**config.mk**
```make
export PLATFORM = sky130hd
export DESIGN_NAME = websocket_frame_deframer
export DESIGN_NICKNAME = d
export VERILOG_FILES = /design/src/hdl/wsd_pkg.sv /design/src/hdl/wsd_front.sv /design/src/hdl/wsd_queue.sv /design/src/hdl/wsd_back.sv /design/src/hdl/websocket_frame_deframer.sv
export SDC_FILE = /design/constraint.sdc
export NUM_CORES = 1
export LEC_CHECK = 0
export BUFFER_PORTS_ARGS = -buffer_cell sky130_fd_sc_hd__buf_2
export CAP_MARGIN = 40
export CORE_ASPECT_RATIO = 1.25
export CORE_MARGIN = 2
export CORE_UTILIZATION = 48
export DETAILED_ROUTE_END_ITERATION = 6
export GPL_TIMING_DRIVEN = 0
export PLACE_DENSITY = 0.66
export SLEW_MARGIN = 20
export SYNTH_ARGS = -nofsm -noshare
export SYNTH_HDL_FRONTEND = slang
export SYNTH_SLANG_ARGS = --single-unit
```
**constraint.sdc**
```tcl
create_clock -name clk -period 6 [get_ports clk]
set_input_delay 1.2 -clock clk [delete_from_list [all_inputs] [get_ports clk]]
set_output_delay 1.2 -clock clk [all_outputs]
set_load 0.02 [all_outputs]
```
**src/hdl/wsd_pkg.sv**
```systemverilog
// ---------------------------------------------------------------------------
// WebSocket deframer package
// Shared widths, result kinds and the record that passes from the header
// parser to the output stage.
// ---------------------------------------------------------------------------
package wsd_pkg;

    localparam int LEN_WIDTH   = 64;
    localparam int QUEUE_DEPTH = 4;

    localparam logic [2:0] KIND_PAYLOAD   = 3'd0;
    localparam logic [2:0] KIND_EMPTY     = 3'd1;
    localparam logic [2:0] KIND_UNMASKED  = 3'd2;
    localparam logic [2:0] KIND_TRUNCATED = 3'd3;
    localparam logic [2:0] KIND_PING_LONG = 3'd4;

    localparam logic [3:0] OPCODE_PING = 4'h9;
    localparam logic [6:0] LEN7_EXT16  = 7'd126;
    localparam logic [6:0] LEN7_EXT64  = 7'd127;
    localparam logic [6:0] PING_MAX    = 7'd125;

    // One pending result: raw byte and key byte are combined in the back end.
    typedef struct packed {
        logic [2:0] kind;
        logic [7:0] data;
        logic [7:0] key_byte;
        logic [3:0] opcode;
        logic       fin;
        logic       last;
    } wsd_entry_t;

endpackage

```
**src/hdl/wsd_front.sv**
```systemverilog
// ---------------------------------------------------------------------------
// WebSocket deframer front end
// Parses the frame header one byte per beat and classifies every byte,
// producing at most one result record for the queue.
// ---------------------------------------------------------------------------
module wsd_front
    import wsd_pkg::*;
(
    input  logic       clk,
    input  logic       rst_n,
    input  logic       fire,
    input  logic [7:0] data_in,
    input  logic       buffer_end,
    output logic       push,
    output wsd_entry_t entry
);

    localparam logic [2:0] PH_HDR0    = 3'd0;
    localparam logic [2:0] PH_HDR1    = 3'd1;
    localparam logic [2:0] PH_EXTLEN  = 3'd2;
    localparam logic [2:0] PH_KEY     = 3'd3;
    localparam logic [2:0] PH_PAYLOAD = 3'd4;

    logic [2:0]           phase_reg, phase_next;
    logic [2:0]           cnt_reg, cnt_next;
    logic [3:0]           opcode_reg, opcode_next;
    logic                 fin_reg, fin_next;
    logic [LEN_WIDTH-1:0] left_reg, left_next;
    logic [31:0]          key_reg, key_next;
    logic [1:0]           kidx_reg, kidx_next;
    logic                 disc_reg, disc_next;

    logic                 emit;
    logic [2:0]           emit_kind;
    logic [7:0]           emit_data;
    logic [7:0]           emit_key;
    logic                 emit_last;
    logic [LEN_WIDTH-1:0] ext_len;
    logic [LEN_WIDTH-1:0] left_dec;
    logic [7:0]           key_sel;

    function automatic logic ping_too_long(input logic [3:0] opc,
                                           input logic [LEN_WIDTH-1:0] len);
        ping_too_long = (opc == OPCODE_PING) && (len > LEN_WIDTH'(PING_MAX));
    endfunction

    always_comb
    begin
        case (kidx_reg)
            2'd0:    key_sel = key_reg[31:24];
            2'd1:    key_sel = key_reg[23:16];
            2'd2:    key_sel = key_reg[15:8];
            default: key_sel = key_reg[7:0];
        endcase
    end

    // Extended length shifts in big-endian and sticks at all ones on overflow.
    assign ext_len  = (left_reg[LEN_WIDTH-1 -: 8] != 8'd0) ? '1
                                                          : {left_reg[LEN_WIDTH-9:0], data_in};
    assign left_dec = (left_reg != '0) ? left_reg - LEN_WIDTH'(1) : left_reg;

    always_comb
    begin
        phase_next  = phase_reg;
        cnt_next    = cnt_reg;
        opcode_next = opcode_reg;
        fin_next    = fin_reg;
        left_next   = left_reg;
        key_next    = key_reg;
        kidx_next   = kidx_reg;
        disc_next   = disc_reg;
        emit        = 1'b0;
        emit_kind   = KIND_PAYLOAD;
        emit_data   = 8'd0;
        emit_key    = 8'd0;
        emit_last   = 1'b1;

        if (fire && !disc_reg)
        begin
            unique case (phase_reg)
                PH_HDR0:
                begin
                    opcode_next = data_in[3:0];
                    fin_next    = data_in[7];
                    phase_next  = PH_HDR1;
                end
                PH_HDR1:
                begin
                    if (!data_in[7])
                    begin
                        emit      = 1'b1;
                        emit_kind = KIND_UNMASKED;
                        disc_next = 1'b1;
                    end
                    else if (data_in[6:0] == LEN7_EXT16)
                    begin
                        left_next  = '0;
                        cnt_next   = 3'd1;
                        phase_next = PH_EXTLEN;
                    end
                    else if (data_in[6:0] == LEN7_EXT64)
                    begin
                        left_next  = '0;
                        cnt_next   = 3'd7;
                        phase_next = PH_EXTLEN;
                    end
                    else
                    begin
                        left_next = LEN_WIDTH'(data_in[6:0]);
                        if (ping_too_long(opcode_reg, LEN_WIDTH'(data_in[6:0])))
                        begin
                            emit      = 1'b1;
                            emit_kind = KIND_PING_LONG;
                            disc_next = 1'b1;
                        end
                        else
                        begin
                            phase_next = PH_KEY;
                            kidx_next  = 2'd0;
                            key_next   = '0;
                        end
                    end
                end
                PH_EXTLEN:
                begin
                    left_next = ext_len;
                    if (cnt_reg == 3'd0)
                    begin
                        if (ping_too_long(opcode_reg, ext_len))
                        begin
                            emit      = 1'b1;
                            emit_kind = KIND_PING_LONG;
                            disc_next = 1'b1;
                        end
                        else
                        begin
                            phase_next = PH_KEY;
                            kidx_next  = 2'd0;
                            key_next   = '0;
                        end
                    end
                    else
                    begin
                        cnt_next = cnt_reg - 3'd1;
                    end
                end
                PH_KEY:
                begin
                    key_next = {key_reg[23:0], data_in};
                    if (kidx_reg == 2'd3)
                    begin
                        kidx_next = 2'd0;
                        if (left_reg == '0)
                        begin
                            emit      = 1'b1;
                            emit_kind = KIND_EMPTY;
                            disc_next = 1'b1;
                        end
                        else
                        begin
                            phase_next = PH_PAYLOAD;
                        end
                    end
                    else
                    begin
                        kidx_next = kidx_reg + 2'd1;
                    end
                end
                PH_PAYLOAD:
                begin
                    kidx_next = kidx_reg + 2'd1;
                    left_next = left_dec;
                    if (!buffer_end || left_dec == '0)
                    begin
                        emit      = 1'b1;
                        emit_kind = KIND_PAYLOAD;
                        emit_data = data_in;
                        emit_key  = key_sel;
                        emit_last = (left_dec == '0);
                    end
                    if (left_dec == '0)
                    begin
                        disc_next = 1'b1;
                    end
                end
                default:
                begin
                    disc_next = 1'b1;
                end
            endcase

            // A buffer that ends before its frame is complete reports truncation.
            if (buffer_end && !emit && !disc_next)
            begin
                emit      = 1'b1;
                emit_kind = KIND_TRUNCATED;
                emit_data = 8'd0;
                emit_key  = 8'd0;
                emit_last = 1'b1;
            end
        end

        entry.kind     = emit_kind;
        entry.data     = emit_data;
        entry.key_byte = emit_key;
        entry.opcode   = opcode_next;
        entry.fin      = fin_next;
        entry.last     = emit_last;
        push           = emit;

        // Every buffer end returns the parser to the first header byte.
        if (fire && buffer_end)
        begin
            phase_next  = PH_HDR0;
            cnt_next    = 3'd0;
            opcode_next = 4'd0;
            fin_next    = 1'b0;
            left_next   = '0;
            key_next    = '0;
            kidx_next   = 2'd0;
            disc_next   = 1'b0;
        end
    end

    always_ff @(posedge clk or negedge rst_n)
    begin
        if (!rst_n)
        begin
            phase_reg  <= PH_HDR0;
            cnt_reg    <= 3'd0;
            opcode_reg <= 4'd0;
            fin_reg    <= 1'b0;
            left_reg   <= '0;
            key_reg    <= '0;
            kidx_reg   <= 2'd0;
            disc_reg   <= 1'b0;
        end
        else
        begin
            phase_reg  <= phase_next;
            cnt_reg    <= cnt_next;
            opcode_reg <= opcode_next;
            fin_reg    <= fin_next;
            left_reg   <= left_next;
            key_reg    <= key_next;
            kidx_reg   <= kidx_next;
            disc_reg   <= disc_next;
        end
    end

    // While payload is still streaming, at least one byte remains.
    assert property (@(posedge clk) disable iff (!rst_n)
        (phase_reg == PH_PAYLOAD && !disc_reg) |-> (left_reg != '0))
        else $error("payload phase with no bytes left");

    assert property (@(posedge clk) disable iff (!rst_n)
        (fire && buffer_end) |=> (phase_reg == PH_HDR0 && !disc_reg && kidx_reg == 2'd0))
        else $error("buffer end did not restart the parser");

    assert property (@(posedge clk) disable iff (!rst_n)
        (phase_reg == PH_HDR0) |-> (kidx_reg == 2'd0 && left_reg == '0))
        else $error("stale frame state at first header byte");

endmodule

```
**src/hdl/wsd_queue.sv**
```systemverilog
// ---------------------------------------------------------------------------
// WebSocket deframer result queue
// Small FIFO that decouples the header parser from the output stage.
// ---------------------------------------------------------------------------
module wsd_queue
    import wsd_pkg::*;
(
    input  logic       clk,
    input  logic       rst_n,
    input  logic       push,
    input  wsd_entry_t push_entry,
    input  logic       pop,
    output logic       full,
    output logic       not_empty,
    output wsd_entry_t head
);

    localparam int PTR_W = $clog2(QUEUE_DEPTH);
    localparam int CNT_W = $clog2(QUEUE_DEPTH + 1);

    wsd_entry_t       slot_reg [QUEUE_DEPTH];
    logic [PTR_W-1:0] wr_ptr_reg, rd_ptr_reg;
    logic [CNT_W-1:0] count_reg, count_next;

    assign full      = (count_reg == CNT_W'(QUEUE_DEPTH));
    assign not_empty = (count_reg != '0);
    assign head      = slot_reg[rd_ptr_reg];

    always_comb
    begin
        count_next = count_reg;
        if (push && !pop)
        begin
            count_next = count_reg + CNT_W'(1);
        end
        else if (pop && !push)
        begin
            count_next = count_reg - CNT_W'(1);
        end
    end

    always_ff @(posedge clk)
    begin
        if (push)
        begin
            slot_reg[wr_ptr_reg] <= push_entry;
        end
    end

    always_ff @(posedge clk or negedge rst_n)
    begin
        if (!rst_n)
        begin
            wr_ptr_reg <= '0;
            rd_ptr_reg <= '0;
            count_reg  <= '0;
        end
        else
        begin
            if (push)
            begin
                wr_ptr_reg <= (wr_ptr_reg == PTR_W'(QUEUE_DEPTH - 1)) ? '0
                                                                     : wr_ptr_reg + PTR_W'(1);
            end
            if (pop)
            begin
                rd_ptr_reg <= (rd_ptr_reg == PTR_W'(QUEUE_DEPTH - 1)) ? '0
                                                                     : rd_ptr_reg + PTR_W'(1);
            end
            count_reg <= count_next;
        end
    end

endmodule

```
**src/hdl/wsd_back.sv**
```systemverilog
// ---------------------------------------------------------------------------
// WebSocket deframer back end
// Unmasks payload bytes and holds each result in the output register until
// the receiver takes it.
// ---------------------------------------------------------------------------
module wsd_back
    import wsd_pkg::*;
(
    input  logic       clk,
    input  logic       rst_n,
    input  logic       not_empty,
    input  wsd_entry_t head,
    output logic       pop,
    output logic       result_valid,
    input  logic       result_stall,
    output logic [2:0] kind,
    output logic [7:0] data_out,
    output logic [3:0] frame_opcode,
    output logic       final_fragment,
    output logic       frame_last
);

    logic       valid_reg;
    logic [2:0] kind_reg;
    logic [7:0] data_reg;
    logic [3:0] opcode_reg;
    logic       fin_reg;
    logic       last_reg;
    logic [7:0] data_next;

    assign pop       = not_empty && (!valid_reg || !result_stall);
    assign data_next = (head.kind == KIND_PAYLOAD) ? (head.data ^ head.key_byte) : 8'd0;

    always_ff @(posedge clk or negedge rst_n)
    begin
        if (!rst_n)
        begin
            valid_reg <= 1'b0;
        end
        else if (pop)
        begin
            valid_reg <= 1'b1;
        end
        else if (!result_stall)
        begin
            valid_reg <= 1'b0;
        end
    end

    always_ff @(posedge clk)
    begin
        if (pop)
        begin
            kind_reg   <= head.kind;
            data_reg   <= data_next;
            opcode_reg <= head.opcode;
            fin_reg    <= head.fin;
            last_reg   <= head.last;
        end
    end

    assign result_valid   = valid_reg;
    assign kind           = kind_reg;
    assign data_out       = data_reg;
    assign frame_opcode   = opcode_reg;
    assign final_fragment = fin_reg;
    assign frame_last     = last_reg;

endmodule

```
**src/hdl/websocket_frame_deframer.sv**
```systemverilog
// ---------------------------------------------------------------------------
// WebSocket frame deframer
// Parses one masked client frame per buffer and streams unmasked payload.
// ---------------------------------------------------------------------------
//  Channel   Handshake                    Payload
//  -------   --------------------------   ----------------------------------
//  byte      byte_valid / byte_stall      data_in, buffer_end
//  result    result_valid / result_stall  kind, data_out, frame_opcode,
//                                         final_fragment, frame_last
//
//  One byte is accepted per cycle unless byte_stall is high.
//  The parser and the output register are separated by a four-entry queue.
//  byte_stall rises only when that queue is full.
//  Reset (rst_n low) returns the parser to the first header byte and
//  empties the queue and the output register.
// ---------------------------------------------------------------------------
module websocket_frame_deframer
    import wsd_pkg::*;
(
    input  logic       clk,
    input  logic       rst_n,
    input  logic       byte_valid,
    output logic       byte_stall,
    input  logic [7:0] data_in,
    input  logic       buffer_end,
    output logic       result_valid,
    input  logic       result_stall,
    output logic [2:0] kind,
    output logic [7:0] data_out,
    output logic [3:0] frame_opcode,
    output logic       final_fragment,
    output logic       frame_last
);

    logic       fire;
    logic       push;
    logic       pop;
    logic       full;
    logic       not_empty;
    wsd_entry_t push_entry;
    wsd_entry_t head;

    assign byte_stall = full;
    assign fire       = byte_valid && !full;

    wsd_front u_front (
        .clk        (clk),
        .rst_n      (rst_n),
        .fire       (fire),
        .data_in    (data_in),
        .buffer_end (buffer_end),
        .push       (push),
        .entry      (push_entry)
    );

    wsd_queue u_queue (
        .clk        (clk),
        .rst_n      (rst_n),
        .push       (push),
        .push_entry (push_entry),
        .pop        (pop),
        .full       (full),
        .not_empty  (not_empty),
        .head       (head)
    );

    wsd_back u_back (
        .clk            (clk),
        .rst_n          (rst_n),
        .not_empty      (not_empty),
        .head           (head),
        .pop            (pop),
        .result_valid   (result_valid),
        .result_stall   (result_stall),
        .kind           (kind),
        .data_out       (data_out),
        .frame_opcode   (frame_opcode),
        .final_fragment (final_fragment),
        .frame_last     (frame_last)
    );

endmodule

```
==> qor.csv, run 1 <==
stage,metric,value,unit
clock_network,worst skew pair latency,540,ps
yosys,number of synthesized flops with an enable pin,117,
cells_and_area,"Design Area, Final",14910,um^2
timing,worst-margin pin slew,974.8,ps
routing,Iteration-0 DRC Markers,1262,
timing,count of final hold-check violations,0,
yosys,Synth Flop Type,dfrtp_1,
routing,Vias,11823,
yosys,"Async S/R FF share, synth",50.21,%
timing,Pins Over Slew Limit,0,
global_routing,vias in the first global route,11753,
timing,RSZ-0062 raised after global routing,no,
timing,min cycle time layout,5381,ps
hold_path,hold path depth,2,
routing,drt total wl,51040,um
routing,antenna-violating nets left,0,
floorplanning,IO Pins,32,
worst_setup_path,CP required,6260,ps
yosys,Mean Syn Cell Area,9.878,um^2
power,pwr dens,582.9,nW/um^2
routing,drt first pass iters,7,
global_routing,pin count of the biggest net entering global routing,82,
clock_network,clk slew on worst S/H paths,70,ps
clock_network,CTS root buf,clkbuf_16,
clock_network,Sink Count,235,
yosys,Synth warnings,0,
timing,relative slew slack,35.01,%
yosys,syn_nets,1372,
clock_network,H-tree depth,1,
clock_network,Post-CTS Hold Buffers,0,
outcome,outcome,finished with violations,
global_routing,initial antenna violation count,1,
outcome,failing checks,design-rule violations,
floorplanning,row count,68,
routing,Routed WL per cell,28.56,um
power,Worst VDD drop,0.3606,mV
worst_setup_path,Worst Path Arrival,5640,ps
timing,maximum clock rate,185.9,MHz
timing,Hold Slack,491.1,ps
worst_setup_path,"Max FO, Critical Path",10,
clock_network,CTS Buf Count,25,
floorplanning,core area,27400,um^2
floorplanning,area of the die,29030,um^2
cells_and_area,synth-to-layout area growth,12.21,%
timing,Setup Skew,21.12,ps
hold_path,HP Class,reg -> reg,
yosys,Yosys reg bits,235,
clock_network,CTS tree,yes,
worst_setup_path,CP startpoint kind,flip-flop,
yosys,Synth cell types,82,
placement,RePlAce Congestion,0.9954,
placement,Port Buffers,31,
yosys,"Cell Area, Synth",13290,um^2
worst_setup_path,kind of critical path,reg -> reg,
routing,residual DRC count,2,
timing,final cycle utilization of the critical path,89.68,%
cells_and_area,nets@finish,1445,
yosys,Post-Syn Instances,1345,
run,max_cap viols,0,
floorplanning,effective utilization at floorplan,48.49,%
clock_network,post-cts sizing count,0,
cells_and_area,max reg flops,100,
cells_and_area,share of layout cells above drive strength 1,11.77,%
worst_setup_path,R2R cell count,12,
cells_and_area,fillcell total,2534,
clock_network,Longest Clk Path Bufs,3,
global_routing,first-pass GRT wire length,75690,um
floorplanning,Die Span Y,190.0,um
timing,Finish-stage setup viols,0,
yosys,post-synthesis sequential area ratio,48.67,%
clock_network,postcts setup bufs,0,
floorplanning,Die W,152.8,um
timing,final setup TNS,0,ps
global_routing,GRT Util Overall,34.86,%
routing,drt via density,6.616,
placement,Area after DPL,14000,um^2
power,Static Leak,5.441,nW
global_routing,grt ovf,0,
worst_setup_path,CP Capture Type,flip-flop,
placement,HPWL after detailed placement,36720,um
==> cells in the final DEF (no fill, tap or decap), types with 22 or more instances in the layout <==
master and instances:
nor2_1 91, buf_2 41, clkbuf_1 91, dfrtp_1 118, nand3_1 23, or4_1 27
edfxtp_1 117, nor3_1 52, nand4_1 22, a21oi_1 54, nor4_1 23, a22o_1 40
xnor2_1 46, o21ai_0 191, nand2_1 153, clkbuf_16 25, inv_1 26
==> layer usage <==
| metal | vias up | wire, um | part of all wire [%] | track usage (%) |
|---|---|---|---|---|
| li1 | 5185 | - | - | - |
| met1 | 5731 | 18360 | 36 | 40.50 |
| met2 | 692 | 24730 | 48 | 59.23 |
| met3 | 215 | 3795 | 7.4 | 5.604 |
| met4 | 0 | 4159 | 8.1 | 24.15 |
| met5 | - | 0 | 0 | 0 |
==> Yosys cell counts, types with 13 or more instances <==
library cell / count / area [um^2]
dfrtp_1: 118 / 2953
xnor2_1: 46 / 402.9
or3_1: 18 / 112.6
clkbuf_1: 84 / 315.3
a21oi_1: 54 / 270.3
ha_1: 13 / 162.7
and2_1: 16 / 100.1
edfxtp_1: 117 / 3513
nor2_1: 91 / 341.6
a22o_1: 40 / 350.3
o21ai_0: 191 / 955.9
nor3_1: 52 / 260.3
o31ai_1: 18 / 135.1
or4_1: 27 / 202.7
nor4_1: 24 / 150.1
inv_1: 26 / 97.59
nand2_1: 153 / 574.3
mux4_2: 17 / 382.9
nand4_1: 22 / 137.6
nand3_1: 23 / 115.1
==> logic make-up after synthesis <==
group / after synthesis / share of synthesized area, %
mux: 25 / 3.541
fa+ha+maj: 14 / 1.375
compound gates: 394 / 18.80
simple gates: 497 / 20.14
xor+xnor: 54 / 3.560
flops: 235 / 48.67
buf+inv: 126 / 3.918
==> report_power, final <==
group / switching [W] / internal [W]
logic: 0.00311 / 0.00142
clock network: 0.000666 / 0.000926
registers: 0.000388 / 0.00218
==> path summary, 6_finish.rpt <==
path                                                  startpoint                                end  slack [ps]
worst max-delay path            u_front.left_reg[52]$_DFFE_PN0P_   u_queue.slot_reg[1][8]$_DFFE_PP_         620
worst min-delay path             u_front.key_reg[31]$_DFFE_PN0P_    u_front.key_reg[31]$_DFFE_PN0P_         490
worst max register to register  u_front.left_reg[52]$_DFFE_PN0P_   u_queue.slot_reg[1][8]$_DFFE_PP_         620
worst min register to register   u_front.key_reg[31]$_DFFE_PN0P_    u_front.key_reg[31]$_DFFE_PN0P_         490
max in group asynchronous                                  rst_n  u_queue.rd_ptr_reg[0]$_DFFE_PN0P_        4700
min in group asynchronous                                  rst_n   u_front.left_reg[28]$_DFFE_PN0P_         540
==> worst max-delay path, stage by stage, from the launching register on <==
cell and delay (ps):
dfrtp_1 360, clkbuf_1 260, nor4_2 600, nand4_1 480, nor3_2 320, buf_4 260
clkbuf_1 540, a211oi_1 270, xnor2_1 520, nand4b_1 410, nor4_4 350, a21oi_2 210
nor3_1 500
==> area by class of cell <==
type	instances	area, um^2	area share (%)
well taps	350	437.9	2.938
clock inverters	11	147.6	0.9904
multi-input cells	984	6310	42.33
clock buffers	34	679.4	4.558
repair buffers	46	342.8	2.300
diodes	1	2.502	0.01679
plain buffers	100	422.9	2.837
inverters	26	97.59	0.6547
flip-flops and latches	235	6466	43.38
==> metrics by stage <==
stage	util [%]	total power, W	instances	setup slack, ps
2_1_floorplan	-	0.005301	1345	2190
3_3_place_gp	50.66	0.006891	1726	465.5
3_5_place_dp	51.10	0.006926	1733	549.9
4_1_cts	54.11	0.008545	1778	467.1
5_1_grt	54.41	0.009053	1787	475.9
6_report	54.41	0.008690	1787	619.4
Note: power is estimated with default switching activity, not from simulation.
==> inputs of run 2 (changes only) <==
--- a/config.mk
+++ b/config.mk
@@ -12,8 +12,8 @@
 export CORE_UTILIZATION = 48
 export DETAILED_ROUTE_END_ITERATION = 6
 export GPL_TIMING_DRIVEN = 0
-export PLACE_DENSITY = 0.66
 export SLEW_MARGIN = 20
 export SYNTH_ARGS = -nofsm -noshare
 export SYNTH_HDL_FRONTEND = slang
+export SYNTH_HIERARCHICAL = 1
 export SYNTH_SLANG_ARGS = --single-unit
==> qor.csv, run 2 <==
stage,metric,value,unit,change
routing,Routed WL per cell,27.57,um,-3.5%
worst_setup_path,R2R cell count,11,,-1
clock_network,clk slew on worst S/H paths,60,ps,about the same
worst_setup_path,largest stage delay on the critical path,890,ps,+290 ps
floorplanning,IO Pins,32,,unchanged
clock_network,Longest Clk Path Bufs,3,,unchanged
yosys,"area leader, netlist",edfxtp_1,,
timing,Pins Over Slew Limit,0,,unchanged
cells_and_area,synth-to-layout area growth,12.52,%,
global_routing,first-pass GRT wire length,70790,um,-6.5%
routing,drt first pass iters,6,,-1
clock_network,Post-CTS Hold Buffers,0,,unchanged
yosys,Synth cell types,80,,-2.4%
cells_and_area,"commonest non-fill, non-tap cell in the layout",o21ai_0,,
routing,residual DRC count,0,,-2
yosys,post-synthesis sequential area ratio,49.79,%,+1.1 points
yosys,"Cell Area, Synth",12990,um^2,-2.3%
global_routing,GRT Util Overall,33.77,%,-1.1 points
timing,count of final hold-check violations,0,,unchanged
worst_setup_path,Worst R2R End,u_queue/slot_reg[0][8]$_DFFE_PP_,,
hold_path,HP Class,reg -> reg,,
routing,drt total wl,47250,um,-7.4%
timing,final setup TNS,0,ps,unchanged
timing,Setup Skew,21.65,ps,+0.5317 ps
routing,drt via density,6.567,,-0.74%
floorplanning,Die W,151.1,um,-1.1%
floorplanning,core area,26740,um^2,-2.4%
routing,met1 wire length,17000,um,-7.4%
floorplanning,effective utilization at floorplan,48.56,%,+0.068 points
cells_and_area,most frequent cells in the layout,"190 x o21ai_0, 163 x nand2_1, 118 x dfrtp_1, 117 x edfxtp_1, 83 x clkbuf_1",,
clock_network,worst skew pair latency,550,ps,about the same
yosys,Synth Flop Type,dfrtp_1,,
yosys,Mean Syn Cell Area,10.17,um^2,+3.0%
clock_network,CTS root buf,clkbuf_16,,
cells_and_area,Finished Layout Cells,1714,,-4.1%
worst_setup_path,CP required,6270,ps,about the same
timing,Finish-stage setup viols,0,,unchanged
timing,Hold Slack,473.6,ps,-17.49 ps
worst_setup_path,Worst Path Arrival,5970,ps,+330 ps
worst_setup_path,Buffers & Inverters on Critical Path,2,,-1
global_routing,initial antenna violation count,1,,unchanged
timing,worst-margin pin slew,1004,ps,+29.45 ps
worst_setup_path,cells along the critical path,clkbuf_1 > or4_1 > nor4_2 > nand3_1 > clkbuf_1 > o211a_1 > mux2i_1 > o2111ai_1 > nor4_1 > nand4_2 > a21oi_1,,
cells_and_area,share of layout cells above drive strength 1,12.06,%,+0.29 points
worst_setup_path,CP Capture Type,flip-flop,,
global_routing,pin count of the biggest net entering global routing,88,,+7.3%
yosys,number of synthesized flops with an enable pin,117,,unchanged
placement,Port Buffers,31,,unchanged
yosys,most frequent cell after synthesis,o21ai_0,,
routing,met2 WL post-DR,23130,um,-6.4%
hold_path,WHS Endpoint,u_front/cnt_reg[1]$_DFFE_PN0P_,,
worst_setup_path,top cell family by delay on the critical path,simple AND/OR/NAND/NOR gates,,
yosys,Yosys reg bits,235,,unchanged
cells_and_area,nets@finish,1375,,-4.8%
timing,relative slew slack,32.49,%,-2.5 points
yosys,"Async S/R FF share, synth",50.21,%,unchanged
worst_setup_path,reg2reg start,u_front/left_reg[22]$_DFFE_PN0P_,,
clock_network,Sink Count,235,,unchanged
timing,min cycle time layout,5698,ps,+317.6 ps
timing,maximum clock rate,175.5,MHz,-5.6%
placement,HPWL after detailed placement,33950,um,-7.6%
hold_path,hold path depth,1,,-1
yosys,Post-Syn Instances,1277,,-5.1%
outcome,outcome,finished clean,,
routing,Iteration-0 DRC Markers,1012,,-20%
worst_setup_path,Worst path slowest cell,nor4_2,,
worst_setup_path,CP startpoint kind,flip-flop,,
hold_path,min-delay src,u_front/cnt_reg[1]$_DFFE_PN0P_,,
placement,RePlAce Congestion,1.021,,+2.5%
run,max_cap viols,0,,unchanged
worst_setup_path,"Max FO, Critical Path",10,,unchanged
global_routing,vias in the first global route,11295,,-3.9%
yosys,synth cell count leaders,"190 x o21ai_0, 163 x nand2_1, 118 x dfrtp_1, 117 x edfxtp_1, 80 x clkbuf_1",,
placement,Placed Instances,1664,,-4.0%
yosys,syn_nets,1304,,-5.0%
global_routing,grt ovf,0,,unchanged
clock_network,H-tree depth,1,,unchanged
floorplanning,row count,67,,-1.5%
routing,antenna-violating nets left,0,,unchanged
floorplanning,Die Span Y,187.9,um,-1.1%
floorplanning,area of the die,28390,um^2,-2.2%
timing,final cycle utilization of the critical path,94.97,%,+5.3 points
routing,met3 wire len,3258,um,-14%
yosys,top cell type's share of synthesized area,27.05,%,+0.61 points
worst_setup_path,kind of critical path,reg -> reg,,
routing,top layer in use,met4,,
clock_network,CTS tree,yes,,
worst_setup_path,CP dominant cell by count,clkbuf_1,,
worst_setup_path,"setup slack, reg-to-reg",300,ps,-320 ps
cells_and_area,max reg flops,100,,unchanged
clock_network,CTS Buf Count,26,,+4.0%
yosys,synth top area cells,"edfxtp_1 27%, dfrtp_1 23%, o21ai_0 7.3%",,
routing,Vias,11256,,-4.8%
timing,RSZ-0062 raised after global routing,no,,
yosys,Synth warnings,6,,+6
run 2: cell count changes after synthesis, moves of 7 or more:
cell and change:
nor2_1 -29, nor3_1 -24, xnor2_1 -16, or4_1 -12, nand2_1 +10, a211oi_1 +9
o211ai_1 -9, a21oi_2 +8, o41ai_1 +8, a21o_1 +7, mux4_1 +7, nor4_2 -7
run 2: per-layer routing:
| metal | up-vias | global-route usage (%) |
|---|---|---|
| met5 | - | 0 |
| met4 | 0 | 21.82 |
| met3 | 215 | 5.645 |
| met2 | 564 | 57.08 |
| met1 | 5488 | 39.28 |
| li1 | 4989 | - |
run 2: per-stage QoR:
step                util (%)  setup slack [ps]  instance area, um^2
finish                 54.64             301.8                14610
global route           54.63             145.8                14610
CTS                    54.53             103.6                14580
detailed placement     51.27            -112.1                13710
global placement       50.76            -430.7                13570
floorplan                  -              1775                12990
run 2: how the worst max path moves through the flow:
stage                                startpoint                                 to  slack (ps)  cells past startpoint
4_1_cts        u_front/left_reg[31]$_DFFE_PN0P_   u_queue/count_reg[2]$_DFFE_PN0P_         100                     15
5_1_grt         u_front/left_reg[4]$_DFFE_PN0P_   u_queue/slot_reg[3][8]$_DFFE_PP_         150                     12
6_report       u_front/left_reg[22]$_DFFE_PN0P_   u_queue/slot_reg[0][8]$_DFFE_PP_         300                     11
3_5_place_dp   u_front/left_reg[28]$_DFFE_PN0P_   u_queue/count_reg[2]$_DFFE_PN0P_        -110                     15
3_3_place_gp   u_front/left_reg[28]$_DFFE_PN0P_   u_queue/slot_reg[0][8]$_DFFE_PP_        -430                     10
2_1_floorplan  u_front/left_reg[34]$_DFFE_PN0P_  u_queue/slot_reg[0][22]$_DFFE_PP_        1780                     11
run 2: what timing repair did:
action | CTS | global route
buffers inserted | 0 | 0
endpoints found under the setup margin | 106 | 106
gates resized for setup | 2 | 3
pin swaps | 0 | 0
run 2: worst register-to-register path, delay by kind of cell, from the launching register on:
| kind | cells | cell delay, ps |
|---|---|---|
| muxes | 1 | 470 |
| AOI/OAI and AO/OA | 3 | 1150 |
| DFF | 1 | 360 |
| and+or+nand+nor | 5 | 2720 |
| buffers and inverters | 2 | 730 |
run 2: kinds of logic (layout without fill, tap and decap cells):
kind of cell	Yosys count	after routing	synth area share (%)
xor+xnor	39	39	2.630
fa+ha+maj	14	14	1.407
other cells	0	1	0
compound gates	420	420	20.79
buf+inv	117	208	3.998
flops	235	235	49.79
simple gates	417	417	15.99
mux	35	35	5.386
run 2: layout make-up:
cell class              count  area, um^2
flip-flops and latches    235        6466
plain buffers              94       432.9
clock buffers              29       661.9
multi-input cells         925        6047
well taps                 345       431.7
clock inverters            19       198.9
inverters                  23       86.33
fillers                  2434       12130
diodes                      1       2.502
repair buffers             43       284.0
Power of run 2 is not shown: default switching activity piles up to over one toggle a cycle in this logic, so the estimate is an artifact.
==> inputs of run 3 (changes only) <==
--- a/config.mk
+++ b/config.mk
@@ -7,11 +7,14 @@
 export LEC_CHECK = 0
 export BUFFER_PORTS_ARGS = -buffer_cell sky130_fd_sc_hd__buf_2
 export CAP_MARGIN = 40
+export CELL_PAD_IN_SITES_DETAIL_PLACEMENT = 0
+export CELL_PAD_IN_SITES_GLOBAL_PLACEMENT = 1
 export CORE_ASPECT_RATIO = 1.25
 export CORE_MARGIN = 2
 export CORE_UTILIZATION = 48
 export DETAILED_ROUTE_END_ITERATION = 6
 export GPL_TIMING_DRIVEN = 0
+export PLACE_DENSITY_LB_ADDON = 0.1
 export SLEW_MARGIN = 20
 export SYNTH_ARGS = -nofsm -noshare
 export SYNTH_HDL_FRONTEND = slang
==> qor.csv, run 3 (synthesis gave the netlist of run 2 again) <==
stage,metric,value,unit,change
routing,Vias,11198,,-0.52%
timing,min cycle time layout,5710,ps,+11.93 ps
worst_setup_path,largest stage delay on the critical path,570,ps,-320 ps
hold_path,HP Class,reg -> reg,,
timing,final setup TNS,0,ps,unchanged
clock_network,postcts setup bufs,0,,unchanged
cells_and_area,most frequent cells in the layout,"190 x o21ai_0, 163 x nand2_1, 118 x dfrtp_1, 117 x edfxtp_1, 86 x clkbuf_1",,
timing,Pins Over Slew Limit,0,,unchanged
worst_setup_path,"setup slack, reg-to-reg",290,ps,about the same
timing,maximum clock rate,175.1,MHz,-0.21%
floorplanning,Die W,151.1,um,unchanged
clock_network,CTS tree,yes,,
cells_and_area,ANT cells,0,,-1
worst_setup_path,CP startpoint kind,flip-flop,,
routing,Routed WL per cell,26.45,um,-4.1%
timing,Setup Skew,11.66,ps,-9.986 ps
routing,drt via density,6.533,,-0.52%
clock_network,clk slew on worst S/H paths,60,ps,about the same
routing,met1 wire length,16720,um,-1.6%
routing,top layer in use,met4,,
floorplanning,Die Span Y,187.9,um,unchanged
worst_setup_path,CP Capture Type,flip-flop,,
global_routing,first-pass GRT wire length,68250,um,-3.6%
clock_network,CTS Buf Count,26,,unchanged
global_routing,grt ovf,0,,unchanged
global_routing,GRT Util Overall,32.09,%,-1.7 points
worst_setup_path,Worst Path Arrival,5980,ps,about the same
cells_and_area,nets@finish,1376,,+0.073%
worst_setup_path,critical path depth in cells,13,,+2
worst_setup_path,R2R cell count,13,,+2
floorplanning,area of the die,28390,um^2,unchanged
worst_setup_path,CP required,6270,ps,about the same
timing,RSZ-0062 raised after global routing,no,,
routing,drt total wl,45330,um,-4.1%
placement,HPWL after detailed placement,33200,um,-2.2%
routing,drt first pass iters,6,,unchanged
global_routing,vias in the first global route,11167,,-1.1%
placement,Port Buffers,31,,unchanged
floorplanning,core area,26740,um^2,unchanged
run,max_cap viols,0,,unchanged
cells_and_area,fillcell total,2414,,-0.82%
worst_setup_path,"Max FO, Critical Path",10,,unchanged
clock_network,H-tree depth,1,,unchanged
routing,antenna-violating nets left,0,,unchanged
timing,Finish-stage setup viols,0,,unchanged
routing,met2 WL post-DR,21680,um,-6.3%
cells_and_area,synth-to-layout area growth,11.86,%,
cells_and_area,"commonest non-fill, non-tap cell in the layout",o21ai_0,,
clock_network,Sink Count,235,,unchanged
timing,count of final hold-check violations,0,,unchanged
clock_network,CTS root buf,clkbuf_16,,
routing,residual DRC count,0,,unchanged
worst_setup_path,Buffers & Inverters on Critical Path,3,,+1
routing,Iteration-0 DRC Markers,1065,,+5.2%
floorplanning,row count,67,,unchanged
worst_setup_path,cells along the critical path,inv_1 > ha_1 > nor3b_2 > nand3_1 > nor3_1 > buf_2 > clkbuf_1 > a31oi_1 > nor4_2 > o2111ai_1 > nor4b_1 > nand4_2 > a21oi_1,,
timing,relative slew slack,38.02,%,+5.5 points
clock_network,Longest Clk Path Bufs,3,,unchanged
timing,worst-margin pin slew,923.5,ps,-80.70 ps
worst_setup_path,top cell family by delay on the critical path,simple AND/OR/NAND/NOR gates,,
routing,met3 wire len,3193,um,-2.0%
placement,pre-CTS WS,250.4,ps,+362.5 ps
cells_and_area,share of layout cells above drive strength 1,11.69,%,-0.37 points
floorplanning,IO Pins,32,,unchanged
cells_and_area,Final Util,54.32,%,-0.32 points
cells_and_area,max reg flops,100,,unchanged
outcome,outcome,finished clean,,
global_routing,pin count of the biggest net entering global routing,47,,-47%
floorplanning,effective utilization at floorplan,48.56,%,unchanged
timing,final cycle utilization of the critical path,95.17,%,+0.20 points
timing,PnR worst setup slack,289.9,ps,-11.93 ps
hold_path,hold path depth,1,,unchanged
placement,RePlAce Congestion,0.9995,,-2.1%
global_routing,initial antenna violation count,0,,-1
clock_network,worst skew pair latency,540,ps,about the same
worst_setup_path,Worst path slowest cell,clkbuf_1,,
worst_setup_path,kind of critical path,reg -> reg,,
==> run 3: changes by cell type in the layout (fill, tap and decap cells not counted), moves of 2 or more <==
cell	previous run	this run
clkbuf_8	0	3
clkdlybuf4s18_2	2	0
buf_6	9	7
nor3_2	3	0
nor3_1	25	28
bufinv_16	3	0
buf_2	38	41
clkbuf_1	83	86
clkinv_1	2	0
==> run 3: worst paths after layout <==
| kind | from | endpoint |
|---|---|---|
| setup reg to reg | u_front/left_reg[0]$_DFFE_PN0P_ | u_queue/slot_reg[0][8]$_DFFE_PP_ |
| hold / removal | u_queue/count_reg[2]$_DFFE_PN0P_ | u_queue/count_reg[2]$_DFFE_PN0P_ |
| max in group asynchronous | rst_n | u_front/left_reg[50]$_DFFE_PN0P_ |
| setup / recovery | u_front/left_reg[0]$_DFFE_PN0P_ | u_queue/slot_reg[0][8]$_DFFE_PP_ |
| hold reg to reg | u_queue/count_reg[2]$_DFFE_PN0P_ | u_queue/count_reg[2]$_DFFE_PN0P_ |
| min in group asynchronous | rst_n | u_front/key_reg[27]$_DFFE_PN0P_ |
==> run 3: final cells by class <==
class | count | area [um^2] | share of cell area, %
sequential | 235 | 6466 | 44.51
multi-input combinational | 925 | 6020 | 41.44
clock buffer | 34 | 710.7 | 4.892
buffer | 94 | 432.9 | 2.980
tap | 345 | 431.7 | 2.972
timing repair buffer | 44 | 277.8 | 1.912
clock inverter | 14 | 101.3 | 0.6977
inverter | 23 | 86.33 | 0.5943
==> run 3: worst register-to-register path, stage by stage (launching register included) <==
cell	delay, ps
dfrtp_1	470
inv_1	160
ha_1	220
nor3b_2	480
nand3_1	380
nor3_1	560
buf_2	300
clkbuf_1	570
a31oi_1	240
nor4_2	500
o2111ai_1	180
nor4b_1	460
nand4_2	350
a21oi_1	560
==> run 3: what timing repair did <==
item                       4_1_cts  5_1_grt
hold buffers                     0        0
setup endpoints to repair        0       17
resized for setup                0        2
==> run 3: metal layers <==
metal / global-route usage (%) / up-vias
met5: 0 / -
met4: 21.89 / 0
met3: 4.623 / 219
met2: 53.90 / 597
met1: 37.62 / 5393
li1: - / 4989
==> run 3: per-stage QoR <==
| step | cells | cell area (um^2) | hold WS, ps |
|---|---|---|---|
| 2_1_floorplan | 1277 | 12990 | 449.1 |
| 3_3_place_gp | 1653 | 13570 | 463.0 |
| 3_5_place_dp | 1664 | 13700 | 466.4 |
| 4_1_cts | 1712 | 14510 | 485.9 |
| 5_1_grt | 1714 | 14530 | 519.4 |
| 6_report | 1714 | 14530 | 484.2 |
Power of run 3 is left out for the same reason.
